## src/sv/acs_pkg.sv

```systemverilog
// Shared types and constants of the affinity chunk scheduler.
`timescale 1ns / 1ps

package acs_pkg;

    // Configuration port layout.
    localparam int CFG_IDX_W  = 1;
    localparam int CFG_DATA_W = 11;

    // Register indexes on the configuration port.
    localparam logic [CFG_IDX_W-1:0] CFG_NUM_WORKERS      = 1'b0;
    localparam logic [CFG_IDX_W-1:0] CFG_TOTAL_ITERATIONS = 1'b1;

    // Register widths and reset values.
    localparam int NUM_WORKERS_W = 5;
    localparam int TOTAL_ITER_W  = 11;
    localparam logic [NUM_WORKERS_W-1:0] NUM_WORKERS_RST = 5'd4;
    localparam logic [TOTAL_ITER_W-1:0]  TOTAL_ITER_RST  = 11'd729;

    // Operation codes of an input request.
    localparam logic OP_START   = 1'b0;
    localparam logic OP_REQUEST = 1'b1;

    // One input request.
    typedef struct packed {
        logic       op;
        logic [3:0] worker;
    } t_in_item;

    // One result.
    typedef struct packed {
        logic [9:0]  chunk_lo;
        logic [10:0] chunk_hi;
        logic [3:0]  owner;
        logic        granted;
        logic        all_done;
    } t_out_item;

endpackage

```

## src/sv/affinity_chunk_scheduler.sv

```systemverilog
// Top level of the affinity chunk scheduler: sequencer, configuration and result register.
`timescale 1ns / 1ps

// Loop-iteration scheduler. A start request splits the iteration space into one contiguous
// range of ceil(total/N) iterations for each of the N effective workers, clipped at the
// total; a chunk request from a worker below N hands out ceil(remaining/N) iterations from
// the front of its own range, or steals that share from the worker with the most left
// (lowest index on a tie); one from a worker at or above N gets no chunk. Every result
// carries all_done. One request is handled at a time: the input stalls from acceptance
// until the result is in the output register, which may still wait on the far side while
// the next request is taken. The time is set by the shared bit-serial divider, one
// quotient bit per cycle, and by the single read port of the worker table, which is
// walked one entry per cycle. The table comes out of reset empty through per-entry valid
// bits, so no clearing pass is needed.
module affinity_chunk_scheduler #(
    parameter int MAX_WORKERS    = 16,
    parameter int MAX_ITERATIONS = 1024
) (
    input  logic                             i_clk,
    input  logic                             i_rst_n,
    input  logic                             i_in_valid,
    output logic                             o_in_stall,
    input  acs_pkg::t_in_item                i_in,
    output logic                             o_out_valid,
    input  logic                             i_out_stall,
    output acs_pkg::t_out_item               o_out,
    input  logic                             i_cfg_valid,
    output logic                             o_cfg_ready,
    input  logic [acs_pkg::CFG_IDX_W-1:0]    i_cfg_index,
    input  logic [acs_pkg::CFG_DATA_W-1:0]   i_cfg_data
);

    import acs_pkg::*;

    // Iteration count never exceeds what the configuration register can hold.
    localparam int TOT_REG_MAX = (1 << TOTAL_ITER_W) - 1;
    localparam int MAXT = (MAX_ITERATIONS < TOT_REG_MAX) ? MAX_ITERATIONS : TOT_REG_MAX;
    localparam int CW   = $clog2(MAXT + 1);
    localparam int EW   = 2 * CW;
    localparam int AW   = (MAX_WORKERS > 1) ? $clog2(MAX_WORKERS) : 1;
    localparam int IW   = $clog2(MAX_WORKERS + 1);
    localparam int DW   = $clog2(MAXT + MAX_WORKERS);
    localparam int SW   = $clog2(2 * MAXT + MAX_WORKERS + 1);
    localparam int CMPW = (IW > 4) ? IW : 4;

    typedef enum logic [7:0] {
        ST_IDLE      = 8'b0000_0001,
        ST_PART_DIV  = 8'b0000_0010,
        ST_PART_WR   = 8'b0000_0100,
        ST_REQ_CHK   = 8'b0000_1000,
        ST_SCAN      = 8'b0001_0000,
        ST_GRANT_DIV = 8'b0010_0000,
        ST_ASCAN     = 8'b0100_0000,
        ST_FINISH    = 8'b1000_0000
    } t_state;

    t_state                   r_state, n_state;
    logic [NUM_WORKERS_W-1:0] r_nw_cfg;
    logic [TOTAL_ITER_W-1:0]  r_tot_cfg;
    logic [IW-1:0]            r_idx, n_idx;
    logic                     r_pend, n_pend;
    logic [AW-1:0]            r_pidx, n_pidx;
    logic [AW-1:0]            r_src, n_src;
    logic [CW-1:0]            r_end, n_end;
    logic [CW-1:0]            r_rem, n_rem;
    logic                     r_found, n_found;
    logic                     r_any, n_any;
    logic [CW-1:0]            r_ipt, n_ipt;
    logic [SW-1:0]            r_s, n_s;
    logic [CW-1:0]            r_lo, n_lo;
    logic [CW-1:0]            r_hi, n_hi;
    logic                     r_granted, n_granted;
    logic                     r_out_valid, n_out_valid;
    t_out_item                r_out, n_out;

    logic                     in_accept;
    logic                     cfg_we;
    logic                     out_free;
    logic [IW-1:0]            nw_eff;
    logic [CW-1:0]            tot_eff;
    logic [CMPW-1:0]          w_ext;
    logic [CMPW-1:0]          nw_ext;

    logic                     tbl_clr;
    logic                     tbl_wr_en;
    logic [AW-1:0]            tbl_wr_addr;
    logic [EW-1:0]            tbl_wr_data;
    logic                     tbl_rd_en;
    logic [AW-1:0]            tbl_rd_addr;
    logic [EW-1:0]            tbl_rd_data;
    logic [CW-1:0]            rd_end;
    logic [CW-1:0]            rd_rem;

    logic                     div_start;
    logic [DW-1:0]            div_num;
    logic                     div_done;
    logic [DW-1:0]            div_quo;
    logic [CW-1:0]            share;

    logic [SW-1:0]            pe_next;
    logic [SW-1:0]            pe_tot;
    logic [SW-1:0]            pe_e;
    logic [CW-1:0]            pe_end;
    logic [CW-1:0]            pe_rem;

    // Handshakes.
    assign in_accept   = i_in_valid && !o_in_stall;
    assign o_in_stall  = (r_state != ST_IDLE);
    assign o_cfg_ready = (r_state == ST_IDLE);
    assign cfg_we      = i_cfg_valid && o_cfg_ready;
    assign out_free    = !r_out_valid || !i_out_stall;
    assign o_out_valid = r_out_valid;
    assign o_out       = r_out;

    // Effective worker and iteration counts, clamped to the supported range.
    always_comb begin
        if (r_nw_cfg == '0) begin
            nw_eff = IW'(1);
        end else if (32'(r_nw_cfg) > MAX_WORKERS) begin
            nw_eff = IW'(MAX_WORKERS);
        end else begin
            nw_eff = IW'(r_nw_cfg);
        end
        if (32'(r_tot_cfg) > MAXT) begin
            tot_eff = CW'(MAXT);
        end else begin
            tot_eff = CW'(r_tot_cfg);
        end
        w_ext  = CMPW'(i_in.worker);
        nw_ext = CMPW'(nw_eff);
    end

    // Table entry fields: range end in the upper half, remaining count in the lower.
    assign rd_end = tbl_rd_data[EW-1:CW];
    assign rd_rem = tbl_rd_data[CW-1:0];
    assign share  = CW'(div_quo);

    // Range of the worker being written during partitioning, clipped at the total.
    always_comb begin
        pe_next = r_s + SW'(r_ipt);
        pe_tot  = SW'(tot_eff);
        pe_e    = (pe_next > pe_tot) ? pe_tot : pe_next;
        if (r_s >= pe_tot) begin
            pe_end = tot_eff;
            pe_rem = '0;
        end else begin
            pe_end = CW'(pe_e);
            pe_rem = CW'(pe_e - r_s);
        end
    end

    acs_table #(
        .WIDTH(EW),
        .DEPTH(MAX_WORKERS)
    ) u_table (
        .i_clk    (i_clk),
        .i_rst_n  (i_rst_n),
        .i_clr    (tbl_clr),
        .i_wr_en  (tbl_wr_en),
        .i_wr_addr(tbl_wr_addr),
        .i_wr_data(tbl_wr_data),
        .i_rd_en  (tbl_rd_en),
        .i_rd_addr(tbl_rd_addr),
        .o_rd_data(tbl_rd_data)
    );

    acs_div #(
        .DW(DW),
        .VW(IW)
    ) u_div (
        .i_clk  (i_clk),
        .i_rst_n(i_rst_n),
        .i_start(div_start),
        .i_num  (div_num),
        .i_den  (nw_eff),
        .o_done (div_done),
        .o_quo  (div_quo)
    );

    // Sequencer.
    always_comb begin
        n_state     = r_state;
        n_idx       = r_idx;
        n_pend      = 1'b0;
        n_pidx      = r_pidx;
        n_src       = r_src;
        n_end       = r_end;
        n_rem       = r_rem;
        n_found     = r_found;
        n_any       = r_any;
        n_ipt       = r_ipt;
        n_s         = r_s;
        n_lo        = r_lo;
        n_hi        = r_hi;
        n_granted   = r_granted;
        n_out_valid = r_out_valid && i_out_stall;
        n_out       = r_out;

        tbl_clr     = 1'b0;
        tbl_wr_en   = 1'b0;
        tbl_wr_addr = r_src;
        tbl_wr_data = {r_end, r_rem};
        tbl_rd_en   = 1'b0;
        tbl_rd_addr = r_idx[AW-1:0];
        div_start   = 1'b0;
        div_num     = DW'(r_rem) + DW'(nw_eff) - DW'(1);

        // Both table walks issue one read per cycle until every worker has been read.
        if ((r_state == ST_SCAN || r_state == ST_ASCAN) && (r_idx < nw_eff)) begin
            tbl_rd_en = 1'b1;
            n_pend    = 1'b1;
            n_pidx    = r_idx[AW-1:0];
            n_idx     = r_idx + 1'b1;
        end

        case (r_state)
            ST_IDLE: begin
                if (in_accept) begin
                    n_granted = 1'b0;
                    if (i_in.op == OP_START) begin
                        tbl_clr   = 1'b1;
                        div_start = 1'b1;
                        div_num   = DW'(tot_eff) + DW'(nw_eff) - DW'(1);
                        n_state   = ST_PART_DIV;
                    end else if (w_ext < nw_ext) begin
                        tbl_rd_en   = 1'b1;
                        tbl_rd_addr = AW'(i_in.worker);
                        n_src       = AW'(i_in.worker);
                        n_state     = ST_REQ_CHK;
                    end else begin
                        n_idx   = '0;
                        n_any   = 1'b0;
                        n_state = ST_ASCAN;
                    end
                end
            end

            // Wait for the per-worker range size.
            ST_PART_DIV: begin
                if (div_done) begin
                    n_ipt   = CW'(div_quo);
                    n_s     = '0;
                    n_idx   = '0;
                    n_state = ST_PART_WR;
                end
            end

            // Write one worker range per cycle.
            ST_PART_WR: begin
                if (r_idx < nw_eff) begin
                    tbl_wr_en   = 1'b1;
                    tbl_wr_addr = r_idx[AW-1:0];
                    tbl_wr_data = {pe_end, pe_rem};
                    n_s         = pe_next;
                    n_idx       = r_idx + 1'b1;
                end else begin
                    n_idx   = '0;
                    n_any   = 1'b0;
                    n_state = ST_ASCAN;
                end
            end

            // Own entry has arrived: serve from it or fall back to stealing.
            ST_REQ_CHK: begin
                if (rd_rem != '0) begin
                    n_rem     = rd_rem;
                    n_end     = rd_end;
                    div_start = 1'b1;
                    div_num   = DW'(rd_rem) + DW'(nw_eff) - DW'(1);
                    n_state   = ST_GRANT_DIV;
                end else begin
                    n_idx   = '0;
                    n_rem   = '0;
                    n_found = 1'b0;
                    n_state = ST_SCAN;
                end
            end

            // Search for the worker with the most left; strict compare keeps the lowest index.
            ST_SCAN: begin
                if (r_pend && (rd_rem > r_rem)) begin
                    n_rem   = rd_rem;
                    n_end   = rd_end;
                    n_src   = r_pidx;
                    n_found = 1'b1;
                end
                if (!(r_idx < nw_eff) && !r_pend) begin
                    n_idx = '0;
                    if (r_found) begin
                        div_start = 1'b1;
                        n_state   = ST_GRANT_DIV;
                    end else begin
                        n_any   = 1'b0;
                        n_state = ST_ASCAN;
                    end
                end
            end

            // Take the share from the front of the source range.
            ST_GRANT_DIV: begin
                if (div_done) begin
                    n_lo        = r_end - r_rem;
                    n_hi        = r_end - r_rem + share;
                    n_granted   = 1'b1;
                    tbl_wr_en   = 1'b1;
                    tbl_wr_addr = r_src;
                    tbl_wr_data = {r_end, r_rem - share};
                    n_idx       = '0;
                    n_any       = 1'b0;
                    n_state     = ST_ASCAN;
                end
            end

            // Check whether any worker still has iterations left.
            ST_ASCAN: begin
                if (r_pend && (rd_rem != '0)) begin
                    n_any = 1'b1;
                end
                if (!(r_idx < nw_eff) && !r_pend) begin
                    n_state = ST_FINISH;
                end
            end

            // Hand the result to the output register once it is free.
            ST_FINISH: begin
                if (out_free) begin
                    n_out_valid    = 1'b1;
                    n_out.chunk_lo = r_granted ? 10'(r_lo) : '0;
                    n_out.chunk_hi = r_granted ? 11'(r_hi) : '0;
                    n_out.owner    = r_granted ? 4'(r_src) : '0;
                    n_out.granted  = r_granted;
                    n_out.all_done = !r_any;
                    n_state        = ST_IDLE;
                end
            end

            default: begin
                n_state = ST_IDLE;
            end
        endcase
    end

    // Control registers.
    always_ff @(posedge i_clk) begin
        if (!i_rst_n) begin
            r_state     <= ST_IDLE;
            r_out_valid <= 1'b0;
            r_pend      <= 1'b0;
            r_nw_cfg    <= NUM_WORKERS_RST;
            r_tot_cfg   <= TOTAL_ITER_RST;
        end else begin
            r_state     <= n_state;
            r_out_valid <= n_out_valid;
            r_pend      <= n_pend;
            if (cfg_we) begin
                case (i_cfg_index)
                    CFG_NUM_WORKERS:      r_nw_cfg  <= i_cfg_data[NUM_WORKERS_W-1:0];
                    CFG_TOTAL_ITERATIONS: r_tot_cfg <= i_cfg_data[TOTAL_ITER_W-1:0];
                    default: begin
                        r_nw_cfg <= r_nw_cfg;
                    end
                endcase
            end
        end
    end

    // Datapath registers.
    always_ff @(posedge i_clk) begin
        r_idx     <= n_idx;
        r_pidx    <= n_pidx;
        r_src     <= n_src;
        r_end     <= n_end;
        r_rem     <= n_rem;
        r_found   <= n_found;
        r_any     <= n_any;
        r_ipt     <= n_ipt;
        r_s       <= n_s;
        r_lo      <= n_lo;
        r_hi      <= n_hi;
        r_granted <= n_granted;
        r_out     <= n_out;
    end

`ifndef ASSERT_OFF
    // An accepted request always starts a sequence.
    a_accept_leaves_idle: assert property (@(posedge i_clk) disable iff (!i_rst_n)
        in_accept |=> (r_state != ST_IDLE))
        else $error("request accepted but sequencer stayed idle");

    // The divider only finishes while the sequencer waits for it.
    a_div_done_expected: assert property (@(posedge i_clk) disable iff (!i_rst_n)
        div_done |-> (r_state == ST_PART_DIV || r_state == ST_GRANT_DIV))
        else $error("divider finished outside a divide wait");

    // A granted chunk is never empty.
    a_chunk_nonempty: assert property (@(posedge i_clk) disable iff (!i_rst_n)
        (r_state == ST_FINISH && r_granted) |-> (r_hi > r_lo))
        else $error("granted chunk is empty");

    // A result without a grant carries zero chunk fields.
    a_no_grant_zero: assert property (@(posedge i_clk) disable iff (!i_rst_n)
        (o_out_valid && !o_out.granted) |->
        (o_out.chunk_lo == '0 && o_out.chunk_hi == '0 && o_out.owner == '0))
        else $error("chunk fields set on a result without a grant");
`endif

endmodule

```

## src/sv/acs_ram.sv

```systemverilog
// Generic single-write, single-read RAM with registered read data.
`timescale 1ns / 1ps

module acs_ram #(
    parameter int WIDTH = 22,
    parameter int DEPTH = 16
) (
    input  logic                                       i_clk,
    input  logic                                       i_wr_en,
    input  logic [((DEPTH > 1) ? $clog2(DEPTH) : 1)-1:0] i_wr_addr,
    input  logic [WIDTH-1:0]                           i_wr_data,
    input  logic                                       i_rd_en,
    input  logic [((DEPTH > 1) ? $clog2(DEPTH) : 1)-1:0] i_rd_addr,
    output logic [WIDTH-1:0]                           o_rd_data
);

    logic [WIDTH-1:0] r_mem [DEPTH];
    logic [WIDTH-1:0] r_rd_data;

    // Write port.
    always_ff @(posedge i_clk) begin
        if (i_wr_en) begin
            r_mem[i_wr_addr] <= i_wr_data;
        end
    end

    // Registered read port.
    always_ff @(posedge i_clk) begin
        if (i_rd_en) begin
            r_rd_data <= r_mem[i_rd_addr];
        end
    end

    assign o_rd_data = r_rd_data;

endmodule

```

## src/sv/acs_table.sv

```systemverilog
// Per-worker table of range end and remaining count, with valid bits that clear at once.
`timescale 1ns / 1ps

module acs_table #(
    parameter int WIDTH = 22,
    parameter int DEPTH = 16
) (
    input  logic                                       i_clk,
    input  logic                                       i_rst_n,
    input  logic                                       i_clr,
    input  logic                                       i_wr_en,
    input  logic [((DEPTH > 1) ? $clog2(DEPTH) : 1)-1:0] i_wr_addr,
    input  logic [WIDTH-1:0]                           i_wr_data,
    input  logic                                       i_rd_en,
    input  logic [((DEPTH > 1) ? $clog2(DEPTH) : 1)-1:0] i_rd_addr,
    output logic [WIDTH-1:0]                           o_rd_data
);

    logic             r_vld [DEPTH];
    logic             r_rd_vld;
    logic [WIDTH-1:0] ram_q;

    acs_ram #(
        .WIDTH(WIDTH),
        .DEPTH(DEPTH)
    ) u_ram (
        .i_clk    (i_clk),
        .i_wr_en  (i_wr_en),
        .i_wr_addr(i_wr_addr),
        .i_wr_data(i_wr_data),
        .i_rd_en  (i_rd_en),
        .i_rd_addr(i_rd_addr),
        .o_rd_data(ram_q)
    );

    // Valid bits: a clear drops every entry, a write in the same cycle still marks its entry.
    always_ff @(posedge i_clk) begin
        if (!i_rst_n) begin
            for (int i = 0; i < DEPTH; i++) begin
                r_vld[i] <= 1'b0;
            end
        end else begin
            if (i_clr) begin
                for (int i = 0; i < DEPTH; i++) begin
                    r_vld[i] <= 1'b0;
                end
            end
            if (i_wr_en) begin
                r_vld[i_wr_addr] <= 1'b1;
            end
        end
    end

    // Valid bit follows the read data through the same register stage.
    always_ff @(posedge i_clk) begin
        if (!i_rst_n) begin
            r_rd_vld <= 1'b0;
        end else if (i_rd_en) begin
            r_rd_vld <= r_vld[i_rd_addr];
        end
    end

    // An entry that was never written since the last clear reads as zero.
    assign o_rd_data = r_rd_vld ? ram_q : '0;

endmodule

```

## src/sv/acs_div.sv

```systemverilog
// Shared restoring divider that produces one quotient bit per cycle.
`timescale 1ns / 1ps

module acs_div #(
    parameter int DW = 11,
    parameter int VW = 5
) (
    input  logic          i_clk,
    input  logic          i_rst_n,
    input  logic          i_start,
    input  logic [DW-1:0] i_num,
    input  logic [VW-1:0] i_den,
    output logic          o_done,
    output logic [DW-1:0] o_quo
);

    localparam int CNTW = $clog2(DW + 1);

    logic            r_busy;
    logic            r_done;
    logic [CNTW-1:0] r_cnt;
    logic [DW-1:0]   r_num;
    logic [VW-1:0]   r_rem;
    logic [VW-1:0]   r_den;

    logic [VW:0]     trial;
    logic [VW:0]     diff;
    logic            ge;
    logic [DW:0]     shifted;

    // One trial subtraction of the partial remainder.
    always_comb begin
        trial   = {r_rem, r_num[DW-1]};
        diff    = trial - {1'b0, r_den};
        ge      = (trial >= {1'b0, r_den});
        shifted = {r_num, ge};
    end

    // Control: busy while the quotient bits are produced, then a one-cycle done pulse.
    always_ff @(posedge i_clk) begin
        if (!i_rst_n) begin
            r_busy <= 1'b0;
            r_done <= 1'b0;
            r_cnt  <= '0;
        end else begin
            r_done <= 1'b0;
            if (i_start) begin
                r_busy <= 1'b1;
                r_cnt  <= CNTW'(DW);
            end else if (r_busy) begin
                r_cnt <= r_cnt - 1'b1;
                if (r_cnt == CNTW'(1)) begin
                    r_busy <= 1'b0;
                    r_done <= 1'b1;
                end
            end
        end
    end

    // Datapath: the dividend shifts out as quotient bits shift in.
    always_ff @(posedge i_clk) begin
        if (i_start) begin
            r_num <= i_num;
            r_rem <= '0;
            r_den <= i_den;
        end else if (r_busy) begin
            r_rem <= ge ? diff[VW-1:0] : trial[VW-1:0];
            r_num <= shifted[DW-1:0];
        end
    end

    assign o_done = r_done;
    assign o_quo  = r_num;

endmodule
```

## config.mk

```make
export PLATFORM = sky130hd
export DESIGN_NAME = affinity_chunk_scheduler
export DESIGN_NICKNAME = d
export VERILOG_FILES = /design/src/sv/acs_pkg.sv /design/src/sv/affinity_chunk_scheduler.sv /design/src/sv/acs_ram.sv /design/src/sv/acs_table.sv /design/src/sv/acs_div.sv
export SDC_FILE = /design/constraint.sdc
export NUM_CORES = 1
export LEC_CHECK = 0
export BUFFER_PORTS_ARGS = -buffer_cell sky130_fd_sc_hd__buf_2
export CAP_MARGIN = 20
export CELL_PAD_IN_SITES_DETAIL_PLACEMENT = 1
export CELL_PAD_IN_SITES_GLOBAL_PLACEMENT = 2
export CORE_ASPECT_RATIO = 1.4
export CORE_UTILIZATION = 47
export CTS_CLUSTER_SIZE = 10
export DETAILED_ROUTE_END_ITERATION = 7
export GPL_ROUTABILITY_DRIVEN = 0
export GPL_TIMING_DRIVEN = 0
export PLACE_DENSITY = 0.95
export SLEW_MARGIN = 10
export SYNTH_ARGS = -nofsm -noshare
export SYNTH_HDL_FRONTEND = slang
export SYNTH_SLANG_ARGS = --single-unit
```

## constraint.sdc

```tcl
create_clock -name i_clk -period 14.26 [get_ports i_clk]
set_clock_uncertainty 0.05 [all_clocks]
set_input_delay 3.565 -clock i_clk [delete_from_list [all_inputs] [get_ports i_clk]]
set_output_delay 3.565 -clock i_clk [all_outputs]
set_load 0.01 [all_outputs]
```

==> reports/summary.log <==
qor: finish.fin_area 0.0305 mm^2
qor: route.avgRoutedWirePerCell 26.4 um
qor: route.number_of_vias_per_cell 6.01
qor: die.die_width 204 um
qor: global_route.initial_antenna_violation_count 0
qor: placement.hpwl 62700 um
qor: die.start_util 47.7%
qor: sta.finalSetupViolations 0
qor: finish.mostFrequentLayoutCells sky130_fd_sc_hd__edfxtp_1 (494), sky130_fd_sc_hd__nand2_1 (337), sky130_fd_sc_hd__ha_1 (143), sky130_fd_sc_hd__inv_1 (137)
qor: die.num_rows 103
qor: yosys.seq_area_frac_synth 59.5%
qor: clock_tree.cts.repair.resized 0
qor: yosys.syn-instance-count 2292
qor: sta.final_hold_vio_count 0
qor: clock_tree.cts_hold_repair.buffers 0
qor: clock_tree.cts_tree yes
qor: clock_tree.clkTransAtPathRegs 0.06 ns
qor: route.drcViolationCount 0
qor: sta.timing.final.ws_setup 6.40 ns
qor: die.core_area 0.0564 mm^2
qor: yosys.netlist-cell-type-count 80
qor: worst_setup_path.critical_path.startpoint_type flip-flop
qor: die.ioPinCount 52
qor: sta.slew_headroom 20.7%
qor: worst_setup_path.cp-end-kind flip-flop
qor: worst_setup_path.timing.critical_path.required 14.55 ns
qor: clock_tree.htreeDepth 3
qor: yosys.count_of_flip_flops_with_a_built_in_enable_after_synthesis 494
qor: clock_tree.post-cts-setup-buffers 0
qor: route.totalWireLength 84600 um
qor: worst_setup_path.cp_slowest_stage_delay 0.48 ns
qor: route.drt_pass1_iterations 5
qor: global_route.grt_overflow 0
qor: worst_hold_path.hp_class flip-flop to flip-flop
qor: worst_setup_path.path_max_fanout 14
qor: placement.dpl_cell_area 0.0286 mm^2
qor: yosys.postSynthNetCount 2466
qor: worst_setup_path.critical-path-slowest-cell sky130_fd_sc_hd__or4_1
qor: finish.post_route_cells_drive_above_1_share 9.87%
qor: global_route.grt_max_degree 31
qor: worst_setup_path.cp-endpoint u_table.u_ram.r_mem[10][10]
qor: placement.place_ws 6.03 ns
qor: power_and_ir_drop.ir_drop 0.0000956 V
qor: die.dieArea 0.0582 mm^2
qor: power_and_ir_drop.power_leakage 12.1 nW
qor: die.fp.dieH 285 um
qor: finish.diodes 0
qor: yosys.post_synth_instance_area 0.0269 mm^2
qor: job.max-cap-violations 0
qor: power_and_ir_drop.power 4.55 mW
qor: sta.finalMaxSlewViolations 0
qor: sta.slew_at_the_pin_closest_to_its_max_slew_limit 1.18 ns
qor: route.drtIter0Drc 1133
qor: worst_setup_path.worstReg2RegStart r_s[0]
qor: clock_tree.clk_latency 0.62 ns
qor: power_and_ir_drop.cellPowerDensity 149 mW/mm^2
qor: sta.rsz0062_at_grt no
qor: clock_tree.cts_buffer_depth 3
qor: placement.place.port_buffers 51
qor: finish.synthToLayoutAreaGrowth 13.3%
qor: status.status finished, final reports clean
qor: worst_setup_path.worst_ep_arrival_time 8.15 ns
qor: sta.timing.final.crit_period 7.86 ns
qor: clock_tree.cts_root_buffer sky130_fd_sc_hd__clkbuf_16
qor: global_route.grt_use_total 29.5%
qor: sta.tns 0 ns
qor: finish.final_common_cell sky130_fd_sc_hd__edfxtp_1
qor: worst_setup_path.timing.rr.end u_table.u_ram.r_mem[10][10]
qor: yosys.async_reset_ff_share 0%
qor: route.drtAntennaViolNets 0
qor: sta.maximum_clock_frequency 127 MHz
qor: yosys.synthFlopType sky130_fd_sc_hd__edfxtp_1
qor: sta.period_share 55.1%
qor: finish.final_nets 2621
qor: worst_setup_path.cpMostUsedCell sky130_fd_sc_hd__a21oi_1
qor: clock_tree.cts_buf_count 66
qor: clock_tree.numClockSinks 553
qor: global_route.first_global_vias 21200
qor: sta.timing.hold.ws 0.431 ns
qor: global_route.grt_first_pass_wirelength 126000 um
qor: worst_setup_path.crit_start r_s[0]
qor: yosys.synth_warnings 0
qor: worst_setup_path.r2r.worst_path.cells 29
qor: yosys.postSynthAreaPerCell 11.7 um^2
qor: worst_setup_path.worst-setup-path-type flip-flop to flip-flop
qor: yosys.synth_seq_cells 553
qor: route.total_via_count_in_the_routed_design 19300
qor: worst_setup_path.r2r_setup_slk 6.40 ns
critical path: cells and delay by family, from the launching register on:
family / cells / cell delay, ns
XOR/XNOR: 3 / 0.58
AND/OR/NAND/NOR: 3 / 1.34
buffers and inverters: 3 / 0.61
adder cells (fa/ha/maj): 5 / 1.55
flip-flops: 1 / 0.45
AO/OA/AOI/OAI: 15 / 2.98
flip-flops by register name, indices dropped and copies added, names as in the netlist, 8 cells and up:
| name | flops |
|---|---|
| r_ipt | 11 |
| r_end | 11 |
| u_table.r_vld | 16 |
| r_tot_cfg | 11 |
| u_table.u_ram.o_rd_data | 22 |
| u_table.u_ram.r_mem | 352 |
| r_s | 12 |
| r_lo | 10 |
| o_out | 27 |
| r_hi | 11 |
| r_rem | 11 |
| u_div.o_quo | 11 |
| r_state | 8 |
through the flow:
stage	util, %	instances
6_report	54.0	3208
2_1_floorplan	-	2292
3_5_place_dp	50.6	3110
5_1_grt	54.0	3208
3_3_place_gp	49.8	3078
4_1_cts	53.9	3204
layout make-up:
class / instances / area [um^2]
multi-input combinational: 1504 / 10000
buffer: 95 / 444
inverter: 140 / 526
timing repair buffer: 87 / 669
tap: 735 / 920
clock buffer: 87 / 1790
sequential: 553 / 16000
fill: 5870 / 26000
clock inverter: 7 / 76.3
report_power, final:
group | leakage (nW) | switching, mW | internal, mW
Clock | 0.911 | 0.646 | 0.876
Sequential | 4.93 | 0.0697 | 1.84
Combinational | 6.27 | 0.729 | 0.385
Total | 12.1 | 1.44 | 3.10
cell families after synthesis:
kind of cell	count (synthesis)	share of synthesized area, %
AOI/OAI and AO/OA	396	9.50
DFF	553	59.5
adders and majority gates	152	7.32
muxes	116	4.38
and+or+nand+nor	764	13.2
xor gates and xnor gates	76	2.47
buffers and inverters	235	3.60
worst min path at each step:
stage                        start        end  cells after the start
after global routing      r_idx[0]  r_pidx[0]                      0
after global placement    r_idx[0]  r_pidx[0]                      0
after detailed placement  r_idx[0]  r_pidx[0]                      0
final                     r_idx[0]  r_pidx[0]                      0
after floorplan           r_idx[0]  r_pidx[0]                      0
after CTS                 r_idx[0]  r_pidx[0]                      0
synthesized netlist by cell type (8+ instances only):
cell type / n / area share [%]
sky130_fd_sc_hd__edfxtp_1: 494 / 55
sky130_fd_sc_hd__nand2_1: 337 / 4.7
sky130_fd_sc_hd__ha_1: 143 / 6.6
sky130_fd_sc_hd__inv_1: 137 / 1.9
sky130_fd_sc_hd__nor2_1: 125 / 1.7
sky130_fd_sc_hd__nand3_1: 109 / 2.0
sky130_fd_sc_hd__a21oi_1: 107 / 2.0
sky130_fd_sc_hd__mux2i_1: 106 / 3.9
sky130_fd_sc_hd__clkbuf_1: 67 / 0.93
sky130_fd_sc_hd__o21ai_0: 66 / 1.2
sky130_fd_sc_hd__dfxtp_1: 59 / 4.4
sky130_fd_sc_hd__xnor2_1: 42 / 1.4
sky130_fd_sc_hd__and2_1: 41 / 0.95
sky130_fd_sc_hd__nor2b_1: 37 / 0.86
sky130_fd_sc_hd__xor2_1: 34 / 1.1
sky130_fd_sc_hd__a21o_1: 32 / 0.89
sky130_fd_sc_hd__a211oi_1: 30 / 0.84
sky130_fd_sc_hd__nand4_1: 30 / 0.70
sky130_fd_sc_hd__a22oi_1: 27 / 0.75
sky130_fd_sc_hd__o21ai_1: 26 / 0.48
sky130_fd_sc_hd__a32oi_1: 22 / 0.72
sky130_fd_sc_hd__nor3_1: 21 / 0.39
sky130_fd_sc_hd__buf_2: 17 / 0.32
sky130_fd_sc_hd__nand2b_1: 13 / 0.30
sky130_fd_sc_hd__a31oi_1: 12 / 0.28
sky130_fd_sc_hd__o21a_1: 10 / 0.28
sky130_fd_sc_hd__fa_1: 9 / 0.67
sky130_fd_sc_hd__o21bai_1: 9 / 0.25
sky130_fd_sc_hd__buf_6: 8 / 0.33
sky130_fd_sc_hd__mux2_2: 8 / 0.33
per-layer routing:
layer	vias to the layer above	global-route usage, %	share of wire (%)
li1	8630	-	-
met1	9675	29.9	35
met2	660	54.2	53
met3	316	4.94	4.6
met4	0	20.7	7.4
met5	-	0	0
Power figures use the tool's default switching activity.
